<file path="src/rtl/core/dldm_pkg.sv">
`timescale 1ns / 1ps
// Shared types, codes and constants of the doubly linked deque manager.
package dldm_pkg;

   // Field widths fixed by the request and response formats.
   localparam int ID_W               = 6;
   localparam int COUNT_W            = 7;
   localparam int NODE_COUNT_DEFAULT = 64;

   // Requested operation.
   typedef enum logic [2:0] {
      KIND_ADD_HEAD    = 3'd0,
      KIND_ADD_TAIL    = 3'd1,
      KIND_ADD_BEFORE  = 3'd2,
      KIND_ADD_AFTER   = 3'd3,
      KIND_REMOVE_HEAD = 3'd4,
      KIND_REMOVE_TAIL = 3'd5,
      KIND_REMOVE_NODE = 3'd6,
      KIND_CLEAR       = 3'd7
   } kind_type;

   // Response status.
   typedef enum logic [1:0] {
      ST_OK         = 2'd0,
      ST_EMPTY      = 2'd1,
      ST_NOT_MEMBER = 2'd2,
      ST_ALREADY    = 2'd3
   } status_type;

   // Operation actually carried out on the list once the checks pass.
   typedef enum logic [3:0] {
      OP_NONE,
      OP_PUT_HEAD,
      OP_PUT_TAIL,
      OP_INS_BEFORE,
      OP_INS_AFTER,
      OP_TAKE_HEAD,
      OP_TAKE_TAIL,
      OP_UNLINK,
      OP_CLEAR
   } op_type;

   // Sequencer states.
   typedef enum logic [1:0] {
      S_IDLE,
      S_DECODE,
      S_LINK,
      S_FIX
   } state_type;

   typedef struct packed {
      kind_type          kind;
      logic [ID_W-1:0]   node_id;
      logic [ID_W-1:0]   ref_id;
   } req_type;

   typedef struct packed {
      logic [ID_W-1:0]    result_node;
      status_type         status;
      logic [COUNT_W-1:0] count_out;
   } rsp_type;

   // Membership lookups handed to the decoder.
   typedef struct packed {
      logic node_in;
      logic node_member;
      logic ref_member;
   } lookup_type;

   // Decoder verdict: what to do and whether a link read is needed first.
   typedef struct packed {
      op_type     op;
      status_type status;
      logic       need_read;
   } plan_type;

   // True when an id addresses a node of the table.
   function automatic logic id_in_table(input logic [ID_W-1:0] id, input int unsigned depth);
      return 32'(id) < depth;
   endfunction

endpackage

</file>
<file path="src/rtl/core/dldm_ram.sv">
`timescale 1ns / 1ps
// Generic single-write, single-read RAM with a registered read port.
module dldm_ram #(
   parameter  int WIDTH = 8,
   parameter  int DEPTH = 64,
   localparam int AW    = (DEPTH > 1) ? $clog2(DEPTH) : 1
) (
   input  logic             clock,
   input  logic             wr_en,
   input  logic [AW-1:0]    wr_addr,
   input  logic [WIDTH-1:0] wr_data,
   input  logic [AW-1:0]    rd_addr,
   output logic [WIDTH-1:0] rd_data
);

   logic [WIDTH-1:0] mem_ff [DEPTH];
   logic [WIDTH-1:0] rd_data_ff;

   // Write port and registered read port.
   always_ff @(posedge clock) begin
      if (wr_en) begin
         mem_ff[wr_addr] <= wr_data;
      end
      rd_data_ff <= mem_ff[rd_addr];
   end

   assign rd_data = rd_data_ff;

endmodule

</file>
<file path="src/rtl/core/dldm_decode.sv">
`timescale 1ns / 1ps
// Request checks and choice of the list operation for the deque manager.
module dldm_decode (
   input  dldm_pkg::req_type                 req,
   input  dldm_pkg::lookup_type              lookup,
   input  logic [dldm_pkg::ID_W-1:0]         head_id,
   input  logic [dldm_pkg::ID_W-1:0]         tail_id,
   input  logic [dldm_pkg::COUNT_W-1:0]      list_count,
   output dldm_pkg::plan_type                plan
);
   import dldm_pkg::*;

   logic empty;
   logic single;

   assign empty  = (list_count == '0);
   assign single = (list_count == COUNT_W'(1));

   // The reference is checked before the inserted node; a removal of the
   // only node needs no link read.
   always_comb begin
      plan.op        = OP_NONE;
      plan.status    = ST_OK;
      plan.need_read = 1'b0;
      unique case (req.kind)
         KIND_ADD_HEAD, KIND_ADD_TAIL: begin
            if (!lookup.node_in) begin
               plan.status = ST_NOT_MEMBER;
            end else if (lookup.node_member) begin
               plan.status = ST_ALREADY;
            end else begin
               plan.op = (req.kind == KIND_ADD_HEAD) ? OP_PUT_HEAD : OP_PUT_TAIL;
            end
         end
         KIND_ADD_BEFORE: begin
            if (!lookup.ref_member || !lookup.node_in) begin
               plan.status = ST_NOT_MEMBER;
            end else if (lookup.node_member) begin
               plan.status = ST_ALREADY;
            end else if (req.ref_id == head_id) begin
               plan.op = OP_PUT_HEAD;
            end else begin
               plan.op        = OP_INS_BEFORE;
               plan.need_read = 1'b1;
            end
         end
         KIND_ADD_AFTER: begin
            if (!lookup.ref_member || !lookup.node_in) begin
               plan.status = ST_NOT_MEMBER;
            end else if (lookup.node_member) begin
               plan.status = ST_ALREADY;
            end else if (req.ref_id == tail_id) begin
               plan.op = OP_PUT_TAIL;
            end else begin
               plan.op        = OP_INS_AFTER;
               plan.need_read = 1'b1;
            end
         end
         KIND_REMOVE_HEAD, KIND_REMOVE_TAIL: begin
            if (empty) begin
               plan.status = ST_EMPTY;
            end else begin
               plan.op = (req.kind == KIND_REMOVE_HEAD) ? OP_TAKE_HEAD : OP_TAKE_TAIL;
               plan.need_read = !single;
            end
         end
         KIND_REMOVE_NODE: begin
            if (!lookup.node_member) begin
               plan.status = ST_NOT_MEMBER;
            end else if (req.node_id == head_id) begin
               plan.op        = OP_TAKE_HEAD;
               plan.need_read = !single;
            end else if (req.node_id == tail_id) begin
               plan.op        = OP_TAKE_TAIL;
               plan.need_read = !single;
            end else begin
               plan.op        = OP_UNLINK;
               plan.need_read = 1'b1;
            end
         end
         KIND_CLEAR: begin
            plan.op = OP_CLEAR;
         end
      endcase
   end

endmodule

</file>
<file path="src/rtl/core/doubly_linked_deque_manager.sv">
`timescale 1ns / 1ps
// Doubly linked deque manager: top level with sequencer, list registers and link memories.
//
// A request beat is taken when start is high and busy is low; exactly one response beat
// follows on rsp_item, marked by rsp_valid for a single cycle, and the receiver cannot
// stall it. Busy stays high from the accept until the response is issued. Head and tail
// adds, failed requests, clear and removal of the only node finish in the decode state;
// removals needing a neighbor link also pass the link state; inserts between two listed
// nodes pass decode, link and fix, as the next/prev link memories have a registered read
// port and one write port each. The link memories need no clearing pass after reset:
// membership bits are flip-flops and only links of member nodes are ever read.
module doubly_linked_deque_manager #(
   parameter int NODE_COUNT = dldm_pkg::NODE_COUNT_DEFAULT
) (
   input  logic              clock,
   input  logic              reset,
   input  logic              start,
   output logic              busy,
   input  dldm_pkg::req_type req_item,
   output logic              rsp_valid,
   output dldm_pkg::rsp_type rsp_item
);
   import dldm_pkg::*;

   localparam int ADDR_W    = $clog2(NODE_COUNT);
   localparam int MEM_DEPTH = (NODE_COUNT < (1 << ID_W)) ? NODE_COUNT : (1 << ID_W);
   localparam int MIDX_W    = $clog2(MEM_DEPTH);

   // Id to link memory address.
   function automatic logic [ADDR_W-1:0] to_addr(input logic [ID_W-1:0] id);
      logic [ADDR_W+ID_W-1:0] wide;
      wide = {{ADDR_W{1'b0}}, id};
      return wide[ADDR_W-1:0];
   endfunction

   // Id to membership bit index.
   function automatic logic [MIDX_W-1:0] to_midx(input logic [ID_W-1:0] id);
      logic [MIDX_W+ID_W-1:0] wide;
      wide = {{MIDX_W{1'b0}}, id};
      return wide[MIDX_W-1:0];
   endfunction

   state_type            state_ff, state_in;
   req_type              req_ff, req_in;
   op_type               op_ff, op_in;
   logic [ID_W-1:0]      head_ff, head_in;
   logic [ID_W-1:0]      tail_ff, tail_in;
   logic [COUNT_W-1:0]   count_ff, count_in;
   logic [MEM_DEPTH-1:0] member_ff, member_in;
   logic                 rsp_valid_ff, rsp_valid_in;
   rsp_type              rsp_ff, rsp_in;

   lookup_type           lookup;
   plan_type             plan;

   logic                 nx_we, pv_we;
   logic [ADDR_W-1:0]    nx_waddr, pv_waddr, rd_addr;
   logic [ID_W-1:0]      nx_wdata, pv_wdata, nx_rdata, pv_rdata;
   logic [ID_W-1:0]      key_id;

   logic                 finish;
   logic [ID_W-1:0]      res_id;
   status_type           res_status;

   // Membership lookups of the held request.
   always_comb begin
      lookup.node_in     = id_in_table(req_ff.node_id, NODE_COUNT);
      lookup.node_member = lookup.node_in && member_ff[to_midx(req_ff.node_id)];
      lookup.ref_member  = id_in_table(req_ff.ref_id, NODE_COUNT)
                           && member_ff[to_midx(req_ff.ref_id)];
   end

   dldm_decode u_decode (
      .req        (req_ff),
      .lookup     (lookup),
      .head_id    (head_ff),
      .tail_id    (tail_ff),
      .list_count (count_ff),
      .plan       (plan)
   );

   // Link memories.
   dldm_ram #(.WIDTH(ID_W), .DEPTH(NODE_COUNT)) u_next_ram (
      .clock   (clock),
      .wr_en   (nx_we),
      .wr_addr (nx_waddr),
      .wr_data (nx_wdata),
      .rd_addr (rd_addr),
      .rd_data (nx_rdata)
   );

   dldm_ram #(.WIDTH(ID_W), .DEPTH(NODE_COUNT)) u_prev_ram (
      .clock   (clock),
      .wr_en   (pv_we),
      .wr_addr (pv_waddr),
      .wr_data (pv_wdata),
      .rd_addr (rd_addr),
      .rd_data (pv_rdata)
   );

   // Node whose links are read during decode.
   always_comb begin
      priority case (plan.op)
         OP_INS_BEFORE, OP_INS_AFTER: key_id = req_ff.ref_id;
         OP_TAKE_HEAD:                key_id = head_ff;
         OP_TAKE_TAIL:                key_id = tail_ff;
         default:                     key_id = req_ff.node_id;
      endcase
   end

   assign rd_addr = to_addr(key_id);

   // Next state.
   always_comb begin
      state_in = state_ff;
      unique case (state_ff)
         S_IDLE: begin
            if (start) begin
               state_in = S_DECODE;
            end
         end
         S_DECODE: begin
            if (plan.status == ST_OK && plan.need_read) begin
               state_in = S_LINK;
            end else begin
               state_in = S_IDLE;
            end
         end
         S_LINK: begin
            if (op_ff == OP_INS_BEFORE || op_ff == OP_INS_AFTER) begin
               state_in = S_FIX;
            end else begin
               state_in = S_IDLE;
            end
         end
         S_FIX: begin
            state_in = S_IDLE;
         end
      endcase
   end

   // List updates, link writes and response for each state.
   always_comb begin
      req_in       = req_ff;
      op_in        = op_ff;
      head_in      = head_ff;
      tail_in      = tail_ff;
      count_in     = count_ff;
      member_in    = member_ff;
      nx_we        = 1'b0;
      nx_waddr     = to_addr(req_ff.node_id);
      nx_wdata     = req_ff.ref_id;
      pv_we        = 1'b0;
      pv_waddr     = to_addr(req_ff.node_id);
      pv_wdata     = req_ff.ref_id;
      finish       = 1'b0;
      res_id       = '0;
      res_status   = ST_OK;
      rsp_valid_in = 1'b0;
      rsp_in       = rsp_ff;
      unique case (state_ff)
         S_IDLE: begin
            if (start) begin
               req_in = req_item;
            end
         end
         S_DECODE: begin
            op_in = plan.op;
            if (plan.status != ST_OK) begin
               finish     = 1'b1;
               res_status = plan.status;
            end else begin
               unique case (plan.op)
                  OP_PUT_HEAD: begin
                     if (count_ff == '0) begin
                        tail_in = req_ff.node_id;
                     end else begin
                        nx_we    = 1'b1;
                        nx_waddr = to_addr(req_ff.node_id);
                        nx_wdata = head_ff;
                        pv_we    = 1'b1;
                        pv_waddr = to_addr(head_ff);
                        pv_wdata = req_ff.node_id;
                     end
                     head_in                          = req_ff.node_id;
                     member_in[to_midx(req_ff.node_id)] = 1'b1;
                     count_in                         = count_ff + COUNT_W'(1);
                     finish                           = 1'b1;
                     res_id                           = req_ff.node_id;
                  end
                  OP_PUT_TAIL: begin
                     if (count_ff == '0) begin
                        head_in = req_ff.node_id;
                     end else begin
                        pv_we    = 1'b1;
                        pv_waddr = to_addr(req_ff.node_id);
                        pv_wdata = tail_ff;
                        nx_we    = 1'b1;
                        nx_waddr = to_addr(tail_ff);
                        nx_wdata = req_ff.node_id;
                     end
                     tail_in                          = req_ff.node_id;
                     member_in[to_midx(req_ff.node_id)] = 1'b1;
                     count_in                         = count_ff + COUNT_W'(1);
                     finish                           = 1'b1;
                     res_id                           = req_ff.node_id;
                  end
                  OP_TAKE_HEAD, OP_TAKE_TAIL: begin
                     // The only node leaves; longer lists wait for the link read.
                     if (!plan.need_read) begin
                        res_id = (plan.op == OP_TAKE_HEAD) ? head_ff : tail_ff;
                        member_in[to_midx(res_id)] = 1'b0;
                        head_in  = '0;
                        tail_in  = '0;
                        count_in = count_ff - COUNT_W'(1);
                        finish   = 1'b1;
                     end
                  end
                  OP_CLEAR: begin
                     member_in = '0;
                     head_in   = '0;
                     tail_in   = '0;
                     count_in  = '0;
                     finish    = 1'b1;
                  end
                  OP_NONE, OP_INS_BEFORE, OP_INS_AFTER, OP_UNLINK: begin
                  end
                  default: begin
                  end
               endcase
            end
         end
         S_LINK: begin
            unique case (op_ff)
               OP_INS_BEFORE: begin
                  // prev[ref] is the predecessor p: p -> node, node <- p.
                  nx_we    = 1'b1;
                  nx_waddr = to_addr(pv_rdata);
                  nx_wdata = req_ff.node_id;
                  pv_we    = 1'b1;
                  pv_waddr = to_addr(req_ff.node_id);
                  pv_wdata = pv_rdata;
               end
               OP_INS_AFTER: begin
                  // next[ref] is the successor q: node <- q, node -> q.
                  pv_we    = 1'b1;
                  pv_waddr = to_addr(nx_rdata);
                  pv_wdata = req_ff.node_id;
                  nx_we    = 1'b1;
                  nx_waddr = to_addr(req_ff.node_id);
                  nx_wdata = nx_rdata;
               end
               OP_TAKE_HEAD: begin
                  res_id                      = head_ff;
                  head_in                     = nx_rdata;
                  member_in[to_midx(head_ff)] = 1'b0;
                  count_in                    = count_ff - COUNT_W'(1);
                  finish                      = 1'b1;
               end
               OP_TAKE_TAIL: begin
                  res_id                      = tail_ff;
                  tail_in                     = pv_rdata;
                  member_in[to_midx(tail_ff)] = 1'b0;
                  count_in                    = count_ff - COUNT_W'(1);
                  finish                      = 1'b1;
               end
               OP_UNLINK: begin
                  // Join the two neighbors of the removed node.
                  nx_we    = 1'b1;
                  nx_waddr = to_addr(pv_rdata);
                  nx_wdata = nx_rdata;
                  pv_we    = 1'b1;
                  pv_waddr = to_addr(nx_rdata);
                  pv_wdata = pv_rdata;
                  member_in[to_midx(req_ff.node_id)] = 1'b0;
                  count_in = count_ff - COUNT_W'(1);
                  res_id   = req_ff.node_id;
                  finish   = 1'b1;
               end
               default: begin
               end
            endcase
         end
         S_FIX: begin
            // Second half of an inner insert: link node and reference together.
            nx_we = 1'b1;
            pv_we = 1'b1;
            if (op_ff == OP_INS_BEFORE) begin
               nx_waddr = to_addr(req_ff.node_id);
               nx_wdata = req_ff.ref_id;
               pv_waddr = to_addr(req_ff.ref_id);
               pv_wdata = req_ff.node_id;
            end else begin
               pv_waddr = to_addr(req_ff.node_id);
               pv_wdata = req_ff.ref_id;
               nx_waddr = to_addr(req_ff.ref_id);
               nx_wdata = req_ff.node_id;
            end
            member_in[to_midx(req_ff.node_id)] = 1'b1;
            count_in = count_ff + COUNT_W'(1);
            res_id   = req_ff.node_id;
            finish   = 1'b1;
         end
      endcase

      // Response beat carries the count after the operation.
      if (finish) begin
         rsp_valid_in       = 1'b1;
         rsp_in.result_node = res_id;
         rsp_in.status      = res_status;
         rsp_in.count_out   = count_in;
      end
   end

   // Control and list state.
   always_ff @(posedge clock) begin
      if (reset) begin
         state_ff     <= S_IDLE;
         head_ff      <= '0;
         tail_ff      <= '0;
         count_ff     <= '0;
         member_ff    <= '0;
         rsp_valid_ff <= 1'b0;
      end else begin
         state_ff     <= state_in;
         head_ff      <= head_in;
         tail_ff      <= tail_in;
         count_ff     <= count_in;
         member_ff    <= member_in;
         rsp_valid_ff <= rsp_valid_in;
      end
   end

   // Payload registers.
   always_ff @(posedge clock) begin
      req_ff <= req_in;
      op_ff  <= op_in;
      rsp_ff <= rsp_in;
   end

   assign busy      = (state_ff != S_IDLE);
   assign rsp_valid = rsp_valid_ff;
   assign rsp_item  = rsp_ff;

   // A response beat only appears once the sequencer is back in idle.
   a_rsp_in_idle: assert property (@(posedge clock) disable iff (reset)
      rsp_valid |-> state_ff == S_IDLE)
      else $error("response beat while the sequencer is busy");

   // The count always matches the number of member bits set.
   a_count_members: assert property (@(posedge clock) disable iff (reset)
      $countones(member_ff) == int'(count_ff))
      else $error("list count differs from membership bits");

   // An empty list keeps head and tail at zero.
   a_empty_ends: assert property (@(posedge clock) disable iff (reset)
      count_ff == '0 |-> head_ff == '0 && tail_ff == '0)
      else $error("empty list with nonzero head or tail");

   // An accepted beat is held and decoded in the next cycle.
   a_accept_decode: assert property (@(posedge clock) disable iff (reset)
      start && !busy |=> state_ff == S_DECODE && req_ff == $past(req_item))
      else $error("accepted request not captured for decode");

endmodule

</file>
<file path="config.mk">
export PLATFORM = sky130hd
export DESIGN_NAME = doubly_linked_deque_manager
export DESIGN_NICKNAME = d
export VERILOG_FILES = /design/src/rtl/core/dldm_pkg.sv /design/src/rtl/core/dldm_ram.sv /design/src/rtl/core/dldm_decode.sv /design/src/rtl/core/doubly_linked_deque_manager.sv
export SDC_FILE = /design/constraint.sdc
export NUM_CORES = 2
export LEC_CHECK = 0
export BUFFER_PORTS_ARGS = -buffer_cell sky130_fd_sc_hd__buf_2
export CELL_PAD_IN_SITES_DETAIL_PLACEMENT = 0
export CELL_PAD_IN_SITES_GLOBAL_PLACEMENT = 1
export CORE_ASPECT_RATIO = 1.25
export CORE_MARGIN = 2
export CORE_UTILIZATION = 23
export DETAILED_ROUTE_END_ITERATION = 8
export PLACE_DENSITY_LB_ADDON = 0.05
export REMOVE_ABC_BUFFERS = 1
export SLEW_MARGIN = 20
export SYNTH_ARGS = -nofsm -noshare
export SYNTH_HDL_FRONTEND = slang
export SYNTH_HIERARCHICAL = 1
export SYNTH_SLANG_ARGS = --single-unit
</file>
<file path="constraint.sdc">
create_clock -name clock -period 15.1 [get_ports clock]
set_input_delay 0.755 -clock clock [delete_from_list [all_inputs] [get_ports clock]]
set_output_delay 0.755 -clock clock [all_outputs]
set_load 0.1 [all_outputs]
</file>
==> flow_summary.ini <==
[status]
status = completed

[critical_path]
reg2reg_depth = 21
critPathArrivalTime_ns = 9.56
timing.critical_path.mode_cell = buf_4
end_kind = register
cpMaxStageDelayCell = nand4bb_1
reg2reg_slack_ns = 6.15
r2r-start = req_ff[7]$_DFFE_PP_
crit_required_ns = 15.71
r2r-end = u_next_ram/rd_data[1]$_DFF_P_
crit_chain = buf_4 > mux4_2 > mux2_2 > a22o_1 > a211oi_1 > nand4_1 > nor3_1 > o31ai_1 > nand3_1 > buf_4 > nand4bb_1 > nor2_1 > a221oi_1 > o211ai_1 > buf_12 > buf_4 > mux4_2 > nor2b_1 > a211oi_1 > a311o_1 > a22oi_1
slowest_delay_ns = 0.81
critical_path.max_fanout = 81
cp-start-kind = register
crit_type = register to register

[final_layout]
layout.cells.most_common = edfxtp_1
nNetsFinal = 2790
layout_common_cells = edfxtp_1, mux4_2, nor2_1
layout-drive-gt1-share = 0.212
syn2layout_area_growth_pct = 16.0
design_area_um2 = 47700

[sta]
fin_crit_sh = 0.593
timing.fmax_mhz = 112
worst_pin_slew_ns = 1.21
setup_tns_ns = 0
rsz0062_at_grt = false
fin_hold_ws_ns = 0.201
hold_viol = 0
timing.final.crit_period_ns = 8.95
maxSlewViolCount = 0
skew_ns = 0.0432
setup_viol = 0
relSlewSlack = 0.186

[clock_tree]
clock_sinks = 900
clkTransAtPathRegs_ns = 0.06
cts_buffers = 103
cts-root-buf = clkbuf_16
cts_tree = built
htreeDepth = 3
clockBufferDepth = 3
cts_resized = 0
holdBufCountCts = 0
insertion_delay_ns = 0.75
post-cts-setup-buffers = 0

[global_route]
grt_antenna_before_repair = 2
grt_pass1_wl_um = 216000
grt_usage = 0.166
grt_max_degree = 100
grt-ovfl-total = 0
grt_pass1_vias = 27100

[pwr]
total_power_uw = 5810
ir_worst_vdd_mv = 0.0850
leakage_uw = 0.0145
cellPowerDensity_nw_per_um2 = 122

[detailed_routing]
vias = 26200
dr.pass1.iters = 8
detail-route-antenna-nets = 0
drc = 0
via_per_inst = 5.02
wl_per_cell_um = 29.5
drt_iter0_drc = 2141
wirelength_um = 154000

[place]
dp.final_hpwl_um = 97900
gp_congestion = 0.778
placement.cell_area_um2 = 44300
io_buffers = 34

[floorplanning]
die_h_um = 477
rows = 173
start_util = 0.231
fp.dieArea_um2 = 182000
die_x_um = 382
core_um2 = 178000
io_pins = 35

[yosys]
ys_seq_area_frac = 0.633
synthesis.area_um2 = 41100
synthDistinctLibCells = 89
syn_inst = 2758
ys.flop_type = edfxtp_1
ys_ff_latch = 900
synth_edf_count = 802
postSynthAreaPerCell_um2 = 14.9
async_flop_share = 0
ys_warn_count = 6

[flow_run]
cap_violations = 0

[hold_path]
hold_depth = 1
hold_start = req_item[4]
min-delay-path-class = primary input to register
hold_path_end = req_ff[4]$_DFFE_PP_
==> worst max path at each step <==
stage | startpoint | endpoint | slack (ns) | depth (start not counted)
6_report | req_ff[7]$_DFFE_PP_ | u_next_ram/rd_data[1]$_DFF_P_ | 6.15 | 21
5_1_grt | req_ff[7]$_DFFE_PP_ | u_next_ram/rd_data[1]$_DFF_P_ | 5.57 | 21
4_1_cts | req_ff[7]$_DFFE_PP_ | u_next_ram/rd_data[1]$_DFF_P_ | 6.15 | 21
3_5_place_dp | req_ff[7]$_DFFE_PP_ | u_next_ram/rd_data[1]$_DFF_P_ | 6.22 | 21
3_3_place_gp | req_ff[7]$_DFFE_PP_ | u_next_ram/rd_data[1]$_DFF_P_ | 6.21 | 21
2_1_floorplan | req_ff[7]$_DFFE_PP_ | u_prev_ram/rd_data[2]$_DFF_P_ | -7.91 | 16
==> state kept, by name (all words and copies together) (netlist names) <==
name / count
state_ff: 2
count_ff: 7
rsp_item: 15
u_next_ram/rd_data: 6
head_ff: 6
member_ff: 64
u_prev_ram/mem_ff: 384
tail_ff: 6
op_ff: 4
rsp_valid: 1
u_next_ram/mem_ff: 384
req_ff: 15
u_prev_ram/rd_data: 6
==> critical path, delay by kind of cell, from the launching register on <==
kind	cells	cell delay (ns)
buf+inv	4	2.35
simple gates	6	2.38
mux	3	1.48
compound gates	8	2.08
flops	1	0.32
==> logic make-up (layout without fill, tap and decap cells) <==
| kind of cell | count (synthesis) | count (layout) | share of synthesized area |
|---|---|---|---|
| compound gates | 678 | 678 | 0.114 |
| flops | 900 | 900 | 0.633 |
| simple gates | 585 | 585 | 0.0720 |
| other cells | 1 | 4 | 0.0000912 |
| fa+ha+maj | 3 | 3 | 0.000913 |
| xor+xnor | 28 | 28 | 0.00596 |
| buf+inv | 247 | 344 | 0.0273 |
| mux | 316 | 316 | 0.147 |
==> area by class of cell <==
class                           count  area (um^2)
Fill cell                       17900       130000
Sequential cell                   900        26000
Multi-Input combinational cell   1613        14300
Tap cell                         2362         2960
Clock buffer                      119         2670
Timing Repair Buffer              131          936
Clock inverter                     74          717
Inverter                           20         75.1
Antenna cell                        1         2.50
==> cell usage after synthesis, types with 11 or more instances <==
library cell	instances	share of area
edfxtp_1	802	0.59
mux4_2	218	0.12
nor2_1	204	0.019
a21oi_1	162	0.020
clkbuf_1	149	0.014
o21ai_0	136	0.017
nand2_1	115	0.010
dfxtp_1	98	0.048
a311oi_1	68	0.014
mux2i_1	59	0.014
a221oi_1	58	0.012
nand3_1	56	0.0068
o221ai_1	41	0.0087
buf_2	37	0.0045
mux2_2	32	0.0088
nor2b_1	28	0.0043
nor3_1	27	0.0033
o22ai_1	26	0.0040
nand2b_1	24	0.0036
nand3b_1	24	0.0044
a22oi_1	22	0.0040
buf_1	20	0.0018
a31oi_1	19	0.0029
inv_1	19	0.0017
a22o_1	17	0.0036
o211ai_1	17	0.0031
a211oi_1	16	0.0029
xor2_1	16	0.0034
nor3b_1	14	0.0026
a222oi_1	12	0.0029
xnor2_1	12	0.0026
a221o_1	11	0.0027
a32o_1	11	0.0027
==> routing by layer <==
metal / routed length [um] / GRT usage / part of all wire
met3: 5760 / 0.0196 / 0.037
met2: 79300 / 0.296 / 0.51
met1: 63800 / 0.206 / 0.41
met4: 5170 / 0.0585 / 0.034
met5: 0 / 0 / 0
==> power breakdown <==
part           total, uW  internal, uW  switching [uW]
Clock               2520          1430            1090
Sequential          2760          2730            24.7
Combinational        537           181             356
Total               5810          4340            1470
==> per-stage QoR <==
| step | instances | setup WS (ns) | util |
|---|---|---|---|
| 5_1_grt | 5220 | 5.57 | 0.268 |
| 6_report | 5220 | 6.15 | 0.268 |
| 3_5_place_dp | 5026 | 6.22 | 0.249 |
| 2_1_floorplan | 2533 | -7.91 | - |
| 4_1_cts | 5219 | 6.15 | 0.268 |
| 3_3_place_gp | 5026 | 6.21 | 0.249 |
(Power assumes the default switching activity.)
